**src/rtl/u8sc_pkg.sv**
```systemverilog
`default_nettype none
package u8sc_pkg;

  localparam int unsigned CountWidthDef = 32;
  localparam int unsigned BufDepth      = 4;

  localparam logic [7:0] LeadTwoMin   = 8'hc2;
  localparam logic [7:0] LeadThreeMin = 8'he0;
  localparam logic [7:0] LeadFourMin  = 8'hf0;
  localparam logic [7:0] LeadBadMin   = 8'hf5;
  localparam logic [7:0] E0FollowMin  = 8'ha0;
  localparam logic [7:0] F0FollowMin  = 8'h90;
  localparam logic [7:0] ContMask     = 8'hc0;
  localparam logic [7:0] ContTag      = 8'h80;
  localparam logic [7:0] LeadF4       = 8'hf4;

  // controller to datapath
  typedef struct packed {
    logic load;
    logic emit;
    logic finish;
  } dp_cmd_t;

  // datapath to controller
  typedef struct packed {
    logic [2:0] cur_len;
    logic       terminal;
    logic       out_free;
  } dp_sts_t;

endpackage
`default_nettype wire

```
**src/rtl/u8sc_datapath.sv**
```systemverilog
`default_nettype none
module u8sc_datapath #(
  parameter int unsigned COUNT_WIDTH = u8sc_pkg::CountWidthDef
) (
  input  wire logic              clk,
  input  wire logic              rst_n,
  input  wire logic [7:0]        in_byte_value,
  input  wire logic              in_last_byte,
  input  wire u8sc_pkg::dp_cmd_t cmd,
  output u8sc_pkg::dp_sts_t      sts,
  input  wire logic              out_stall,
  output logic                   out_valid,
  output logic [2:0]             out_seq_len,
  output logic [31:0]            out_char_count,
  output logic                   out_string_done,
  output logic                   out_run_end
);
  import u8sc_pkg::*;

  function automatic logic [2:0] char_len(
    input logic [7:0] b0, input logic [7:0] b1, input logic [7:0] b2,
    input logic [7:0] b3, input logic [2:0] avail, input logic last
  );
    logic [2:0] need;
    logic       bad;
    logic [2:0] res;
    need = 3'd1;
    bad  = 1'b0;
    if (b0 < LeadTwoMin || b0 >= LeadBadMin) begin
      res = 3'd1;
    end else begin
      if (b0 < LeadThreeMin) need = 3'd2;
      else if (b0 < LeadFourMin) need = 3'd3;
      else need = 3'd4;
      if (avail > 3'd1) begin
        if ((b1 & ContMask) != ContTag) bad = 1'b1;
        if (b0 == LeadThreeMin && b1 < E0FollowMin) bad = 1'b1;
        if (b0 == LeadFourMin && b1 < F0FollowMin) bad = 1'b1;
        if (b0 == LeadF4 && b1 >= F0FollowMin) bad = 1'b1;
      end
      if (avail > 3'd2 && need > 3'd2 && (b2 & ContMask) != ContTag) bad = 1'b1;
      if (avail > 3'd3 && need > 3'd3 && (b3 & ContMask) != ContTag) bad = 1'b1;
      if (bad) res = 3'd1;
      else if (avail >= need) res = need;
      else res = last ? 3'd1 : 3'd0;
    end
    return res;
  endfunction

  logic [BufDepth-1:0][7:0] buf_r, buf_nxt;
  logic [2:0]               cnt_r, cnt_nxt;
  logic [2:0]               pos_r, pos_nxt;
  logic                     last_r, last_nxt;
  logic [COUNT_WIDTH-1:0]   total_r, total_nxt, total_inc;
  logic                     out_valid_r, out_valid_nxt;
  logic [2:0]               out_len_r;
  logic [31:0]              out_count_r;
  logic                     out_done_r, out_end_r;

  logic [BufDepth-1:0][2:0] len_at;
  logic [2:0]               next_pos, pos_final;
  logic [63:0]              total_ext;

  always_comb begin
    for (int p = 0; p < BufDepth; p++) begin
      logic [7:0] bb [4];
      logic [2:0] av;
      for (int i = 0; i < 4; i++) begin
        bb[i] = (p + i < BufDepth) ? buf_r[p + i] : 8'h00;
      end
      av = (3'(p) < cnt_r) ? cnt_r - 3'(p) : 3'd0;
      len_at[p] = char_len(bb[0], bb[1], bb[2], bb[3], av, last_r);
    end
  end

  assign sts.cur_len = len_at[pos_r[1:0]];
  assign next_pos    = pos_r + len_at[pos_r[1:0]];
  assign sts.terminal = (next_pos >= cnt_r) || (len_at[next_pos[1:0]] == 3'd0);
  assign sts.out_free = !out_valid_r || !out_stall;

  assign total_inc = (total_r == {COUNT_WIDTH{1'b1}}) ? total_r : total_r + 1'b1;
  assign total_ext = 64'(total_inc);
  assign pos_final = cmd.emit ? next_pos : pos_r;

  always_comb begin
    buf_nxt       = buf_r;
    cnt_nxt       = cnt_r;
    pos_nxt       = pos_r;
    last_nxt      = last_r;
    total_nxt     = total_r;
    out_valid_nxt = out_valid_r && out_stall;
    if (cmd.load) begin
      buf_nxt[cnt_r[1:0]] = in_byte_value;
      cnt_nxt  = cnt_r + 3'd1;
      pos_nxt  = 3'd0;
      last_nxt = in_last_byte;
    end
    if (cmd.emit) begin
      pos_nxt       = next_pos;
      total_nxt     = total_inc;
      out_valid_nxt = 1'b1;
    end
    if (cmd.finish) begin
      // drop consumed bytes, keep the pending tail at the front
      for (int k = 0; k < BufDepth; k++) begin
        if (32'(pos_final) + 32'(k) < BufDepth) buf_nxt[k] = buf_r[2'(3'(k) + pos_final)];
      end
      cnt_nxt = last_r ? 3'd0 : cnt_r - pos_final;
      pos_nxt = 3'd0;
      if (last_r) total_nxt = '0;
    end
  end

  always_ff @(posedge clk) begin
    buf_r <= buf_nxt;
    last_r <= last_nxt;
    if (cmd.emit) begin
      out_len_r   <= sts.cur_len;
      out_count_r <= total_ext[31:0];
      out_end_r   <= sts.terminal;
      out_done_r  <= sts.terminal && last_r;
    end
    if (!rst_n) begin
      cnt_r       <= 3'd0;
      pos_r       <= 3'd0;
      total_r     <= '0;
      out_valid_r <= 1'b0;
    end else begin
      cnt_r       <= cnt_nxt;
      pos_r       <= pos_nxt;
      total_r     <= total_nxt;
      out_valid_r <= out_valid_nxt;
    end
  end

  assign out_valid       = out_valid_r;
  assign out_seq_len     = out_len_r;
  assign out_char_count  = out_count_r;
  assign out_string_done = out_done_r;
  assign out_run_end     = out_end_r;

endmodule
`default_nettype wire

```
**src/rtl/u8sc_ctrl.sv**
```systemverilog
`default_nettype none
module u8sc_ctrl (
  input  wire logic              clk,
  input  wire logic              rst_n,
  input  wire logic              in_valid,
  output logic                   in_stall,
  input  wire u8sc_pkg::dp_sts_t sts,
  output u8sc_pkg::dp_cmd_t      cmd
);
  import u8sc_pkg::*;

  typedef enum logic {
    ST_IDLE,
    ST_SCAN
  } state_t;

  state_t state_r, state_nxt;

  always_comb begin
    state_nxt  = state_r;
    cmd        = '0;
    in_stall   = 1'b1;
    case (state_r)
      ST_IDLE: begin
        in_stall = 1'b0;
        if (in_valid) begin
          cmd.load  = 1'b1;
          state_nxt = ST_SCAN;
        end
      end
      ST_SCAN: begin
        if (sts.cur_len == 3'd0) begin
          // prefix still waiting for followers
          cmd.finish = 1'b1;
          state_nxt  = ST_IDLE;
        end else if (sts.out_free) begin
          cmd.emit = 1'b1;
          if (sts.terminal) begin
            cmd.finish = 1'b1;
            state_nxt  = ST_IDLE;
          end
        end
      end
      default: state_nxt = ST_IDLE;
    endcase
  end

  always_ff @(posedge clk) begin
    if (!rst_n) begin
      state_r <= ST_IDLE;
    end else begin
      state_r <= state_nxt;
    end
  end

endmodule
`default_nettype wire

```
**src/rtl/utf8_sequence_counter_core.sv**
```systemverilog
`default_nettype none
// a byte is loaded in the idle state; its results are registered from the scan state
// the input is stalled in the scan state, so no new byte is taken until every result of the
//   last byte has been emitted; an output stall holds the scan state
// a waiting prefix gives no result
// synchronous active-low reset clears the held byte count, the running count and out_valid
module utf8_sequence_counter_core #(
  parameter int unsigned COUNT_WIDTH = u8sc_pkg::CountWidthDef
) (
  input  wire logic        clk,
  input  wire logic        rst_n,
  input  wire logic        in_valid,
  output logic             in_stall,
  input  wire logic [7:0]  in_byte_value,
  input  wire logic        in_last_byte,
  output logic             out_valid,
  input  wire logic        out_stall,
  output logic [2:0]       out_seq_len,
  output logic [31:0]      out_char_count,
  output logic             out_string_done,
  output logic             out_run_end
);
  import u8sc_pkg::*;

  dp_cmd_t cmd;
  dp_sts_t sts;

  u8sc_ctrl u_ctrl (
    .clk      (clk),
    .rst_n    (rst_n),
    .in_valid (in_valid),
    .in_stall (in_stall),
    .sts      (sts),
    .cmd      (cmd)
  );

  u8sc_datapath #(
    .COUNT_WIDTH (COUNT_WIDTH)
  ) u_dp (
    .clk             (clk),
    .rst_n           (rst_n),
    .in_byte_value   (in_byte_value),
    .in_last_byte    (in_last_byte),
    .cmd             (cmd),
    .sts             (sts),
    .out_stall       (out_stall),
    .out_valid       (out_valid),
    .out_seq_len     (out_seq_len),
    .out_char_count  (out_char_count),
    .out_string_done (out_string_done),
    .out_run_end     (out_run_end)
  );

endmodule
`default_nettype wire

```
**config.mk**
```make
export PLATFORM = sky130hd
export DESIGN_NAME = utf8_sequence_counter_core
export DESIGN_NICKNAME = d
export VERILOG_FILES = /design/src/rtl/u8sc_pkg.sv /design/src/rtl/u8sc_datapath.sv /design/src/rtl/u8sc_ctrl.sv /design/src/rtl/utf8_sequence_counter_core.sv
export SDC_FILE = /design/constraint.sdc
export NUM_CORES = 1
export LEC_CHECK = 0
export BUFFER_PORTS_ARGS = -buffer_cell sky130_fd_sc_hd__buf_2
export CORE_UTILIZATION = 40
export DETAILED_ROUTE_END_ITERATION = 8
export PLACE_DENSITY_LB_ADDON = 0.2
export SETUP_SLACK_MARGIN = 0.3
export SLEW_MARGIN = 20
export SYNTH_ARGS = -nofsm -noshare
export SYNTH_HDL_FRONTEND = slang
export SYNTH_SLANG_ARGS = --single-unit
```
**constraint.sdc**
```tcl
create_clock -name clk -period 6.4 [get_ports clk]
set_clock_uncertainty 0.05 [all_clocks]
set_input_delay 1.28 -clock clk [delete_from_list [all_inputs] [get_ports clk]]
set_output_delay 1.28 -clock clk [all_outputs]
set_load 0.02 [all_outputs]
```
# Word level (Yosys, flattened, before mapping)
# Cells that the tools add are included.
[op_classes] addsub=13 order_cmp=66 n_eq_ne=13 mux=101 bitwise=2 n_reduce_logical=36
[ops] op="32-bit two-way mux" count=6
[ops] op="8-bit less-than comparator (second input constant)" count=18
[ops] op="3-bit two-way mux" count=36
[ops] op="32-bit by 3-bit less-than comparator with 1-bit output (second input constant)" count=3
[ops] op="8-bit equality test (second input constant)" count=9
[ops] op="8-bit two-way mux" count=9
[ops] op="8-bit binary-select mux with 2-bit select" count=4
[ops] op="8-bit >= comparator (second input constant)" count=7
[ops] op="3-bit by 2-bit greater-than comparator with 1-bit output (second input constant)" count=16
[ops] op="1-bit two-way mux" count=39
[ops] op="32-bit by 1-bit adder with 32-bit output (second input constant)" count=1
[ops] op="32-bit bitwise mux" count=1
[ops] op="32-bit equality test (second input constant)" count=1
[ops] op="1-bit logical AND" count=23
[ops] op="2-bit by 3-bit less-than comparator with 1-bit output (second input constant)" count=7
[ops] op="8-bit demux with 2-bit select" count=1
[ops] op="3-bit >= comparator" count=5
[ops] op="3-bit binary-select mux with 2-bit select" count=2
[ops] op="3-bit by 1-bit greater-than comparator with 1-bit output (second input constant)" count=4
[ops] op="3-bit by 2-bit adder with 4-bit output (second input constant)" count=2
[ops] op="3-bit zero test" count=2
[ops] op="1-bit logical OR" count=6
[ops] op="1-bit by 3-bit less-than comparator with 1-bit output (first input constant)" count=2
[ops] op="2-bit by 3-bit less-than comparator with 1-bit output (first input constant)" count=2
[ops] op="17 further kinds" count=25
[totals] ff_bits=110 in_bits=13 output_inout_bits=39

# Logic depth before layout (Yosys ltp)
[depth] depth_word=29 depth_mapped=26

# By module
# A second synthesis with hierarchy kept.
[unflattened] cells_unflattened=789 area_unflattened_um2=7136.8
[by_module_without_submodules] module="u8sc_datapath" instances=1 cells_each=782 area_each_um2=7050.5 seq_area_each_um2=2562.5
[by_module_without_submodules] module="u8sc_ctrl" instances=1 cells_each=7 area_each_um2=86.3 seq_area_each_um2=20.0

# Least setup slack after synthesis
# OpenSTA, ideal clock, no wires.
[synth_timing] path_kind="register to register" start="reg u_dp.cnt_r[2]" end="reg u_dp.buf_r[14] in the netlist's numbering" setup_ns=0.121 arrival_ns=5.785 required_time_ns=6.229 setup_slack_ns=0.443 stages_incl_launch_ff=26 n_path_buf=4 cell_sequence="dfxtp_1 > clkbuf_1 > inv_1 > ha_1 > a21boi_0 > a21oi_1 > ha_1 > nand2_1 > o21ai_0 > nor2_1 > a21oi_1 > and4_1 > a311oi_4 > and2_1 > ha_1 > fa_1 > inv_1 > nor3_1 > clkbuf_1 > nor2_1 > inv_1 > ha_1 > buf_1 > clkbuf_1 > mux4_2 > mux2_4"
[synth_lines] item="start: declaration" line="u8sc_datapath.sv:51" source="logic [2:0] cnt_r, cnt_nxt;"
[synth_lines] item="start signal: assignment" line="u8sc_datapath.sv:129" source="cnt_r <= cnt_nxt;"
[synth_lines] item="end signal: assignment" line="u8sc_datapath.sv:115" source="buf_r <= buf_nxt;"
[synth_lines] item="end: declaration" line="u8sc_datapath.sv:50" source="logic [BufDepth-1:0][7:0] buf_r, buf_nxt;"

==> summary.txt <==
Outcome
  • Status: finished clean

Finish
  • N_diodes: 0
  • Synth-to-Final Area Change: 12.3%
  • Final non-filler cell area: 7970 um2
  • Fin util: 0.461
  • Final #Nets: 825
  • Fraction of layout cells with a size suffix above 1: 0.229

Critical path
  • Reg2reg path depth: 23
  • Critical path launch point type: flip-flop
  • Worst flop-to-flop path startpoint: u_dp.cnt_r[2]
  • Worst-path maximum fanout: 8
  • Crit path kind: flip-flop to flip-flop
  • Critical Path RT: 6.60 ns
  • Crit path to: u_dp.buf_r[15]
  • CP Capture Type: flip-flop
  • Crit. Startpoint: u_dp.cnt_r[2]
  • Critical Path AT: 6.08 ns
  • Reg2reg setup slack: 0.52 ns
  • RR Endpoint: u_dp.buf_r[15]

Logic synthesis
  • Area leader, netlist: dfxtp_1
  • Yosys cell types: 75
  • Main synth FF type: dfxtp_1
  • Area share of the largest cell type after synthesis: 0.203
  • Post-Synth Simple-Gate Area: 0.182
  • Cells after Synth: 738
  • Synth async-reset ratio: 0
  • Yosys reg bits: 110
  • Warnings, synthesis: 0
  • Synthesized area: 7100 um2
  • Compound-cell area share of the yosys netlist: 0.148
  • Largest family of logic cells by synthesized area: simple AND/OR/NAND/NOR gates
  • Post-Synth XOR/XNOR Area: 0.0827
  • Average cell area after synthesis: 9.62 um2
  • Register area share after synthesis: 0.364
  • Most instantiated cells after synthesis: nor2_1 (82), dfxtp_1 (72), nand2_1 (57)
  • Mux cell area share after synthesis: 0.123
  • Adder-cell share of the synthesized area: 0.0550
  • Syn Nets: 781
  • Area contributors post-synth: dfxtp_1 (20%), edfxtp_1 (16%), mux4_2 (5.1%)
  • EDFF count, synth: 38
  • Count leader, synth: nor2_1

Floorplan
  • Die span in y: 135 um
  • Core ar.: 17300 um2
  • Die X: 135 um
  • Total Die Area: 18300 um2
  • Initial core utilization: 0.410
  • Rows: 48
  • I/O Pins: 52

Detailed routing
  • Initial DRT Pass Iterations: 5
  • Final wirelength: 19.0 mm
  • Via density: 5.70
  • Total vias in the final route: 5766
  • Iter 0 DRT Violations: 406
  • Post-route ant nets: 0
  • Detailed-route DRC error count: 0
  • Wire per inst: 18.7 um

STA
  • RSZ-0062 raised after global routing: no
  • Final hold vios: 0
  • Tmin final: 5.88 ns
  • Slew at the pin closest to its max-slew limit: 0.766 ns
  • Fmax: 0.170 GHz
  • Min Hold Slack: 0.475 ns
  • # setup viols final: 0
  • Setup TNS: 0 ns
  • Slew HR: 0.485
  • Final slew viol count: 0
  • Final period util: 0.918

Global routing
  • Largest net degree at the start of global routing: 40
  • Overflow after GRT: 0
  • Initial antenna violation count: 0
  • GRT Util Overall: 0.216
  • Vias in the first global route: 5580
  • First-pass GRT wire length: 30.4 mm

Pwr
  • Pwr Density: 454 nW/um2
  • Maximum VDD drop: 0.231 mV
  • Pleak: 3.13 nW

Placed design
  • Post-DP HPWL: 13.7 mm
  • Port bufs: 51
  • GP Congestion: 0.941
  • Area after DPL: 7610 um2

Clock network
  • CTS tree: yes
  • TritonCTS Buffers: 9
  • Clock Latency Late Sink: 0.36 ns
  • Worst-path clk slew: 0.08 ns
  • Clock Sink Count: 110
  • CTS max path bufs: 2
  • H-tree levels: 3
  • Root Driver: clkbuf_16

Worst hold path
  • Hold Path Origin: u_dp.out_valid
  • Hold path cells: 2
  • HP Class: flip-flop to flip-flop

Flow run
  • Maxcap violations: 0
[worst max-delay path, stage by stage (launching register included)]
cell	delay, ns
dfxtp_1	0.31
inv_1	0.22
ha_1	0.28
mux2i_1	0.33
nor2_1	0.10
ha_1	0.28
o21ai_0	0.07
a21oi_1	0.40
mux2i_1	0.24
and4_1	0.20
inv_1	0.11
and2_1	0.20
ha_1	0.22
fa_1	0.46
xnor2_1	0.17
xnor2_1	0.13
ha_1	0.29
a221oi_2	0.34
o311ai_2	0.19
a22oi_2	0.24
nand2b_1	0.22
o22a_1	0.15
buf_4	0.23
mux2_4	0.32
[repair_timing]
action,in CTS,in global routing
endpoints found under the setup margin,24,71
resized for setup,3,10
pin swaps,2,1
hold buffers,0,0
buffers inserted,2,0
[state kept, by name, summed over array words and instances (netlist names), 3 cells and up]
signal,flops
u_dp.buf_r,32
u_dp.cnt_r,3
u_dp.out_char_count,32
u_dp.out_seq_len,3
u_dp.pos_r,3
u_dp.total_r,32
[metal layers]
layer,GRT usage,share of wire
met5,0,0
met4,0.0836,0.025
met3,0.0348,0.040
met2,0.356,0.47
met1,0.282,0.46
[through the flow]
step / cells / setup WS, ns / power, mW
after floorplan: 738 / 0.443 / 2.48
after global placement: 994 / 0.405 / 2.92
after detailed placement: 994 / 0.169 / 2.96
after CTS: 1012 / 0.353 / 3.57
after global routing: 1012 / 0.293 / 3.83
final: 1012 / 0.524 / 3.62
[power by group]
group | switching [mW] | internal (mW)
Clock | 0.261 | 0.305
Combinational | 0.974 | 0.860
Sequential | 0.292 | 0.924
[cell usage in the layout (no fill, tap or decap), types with 6 or more instances in the layout]
cell type	count
buf_4	16
o211ai_1	7
mux2i_1	7
mux2_4	7
xor2_1	36
or3_1	6
or2_2	8
nor2b_1	9
edfxtp_1	38
inv_1	38
and3_1	8
nor3_1	17
o221a_2	8
xnor2_1	31
mux4_2	16
o21ai_0	27
mux2_2	30
buf_2	51
nor4_1	8
o31ai_1	12
nand4_1	17
dfxtp_1	71
nand2_1	57
o311a_1	16
a21oi_1	13
clkbuf_16	9
nand3_1	19
ha_1	28
nor2_1	82
and2_1	8
[cells by family after synthesis]
group / Yosys count
compound gates: 130
mux: 60
xor+xnor: 67
buf+inv: 78
simple gates: 263
flops: 110
fa+ha+maj: 30
[worst min-delay path by stage]
stage | end | slack, ns
4_1_cts | u_dp.total_r[1] | 0.48
5_1_grt | u_dp.total_r[1] | 0.52
3_3_place_gp | u_dp.total_r[1] | 0.47
6_report | u_dp.out_valid | 0.47
3_5_place_dp | u_dp.total_r[1] | 0.47
2_1_floorplan | u_dp.total_r[1] | 0.45
[area by class of cell]
class / instances / area, um2
clock buffer: 11 / 233
inverter: 42 / 163
tap: 225 / 282
fill: 1646 / 9320
timing repair buffer: 69 / 415
sequential: 110 / 2580
clock inverter: 5 / 57.6
multi-input combinational: 550 / 4240
Note: power is estimated with default switching activity, not from simulation.
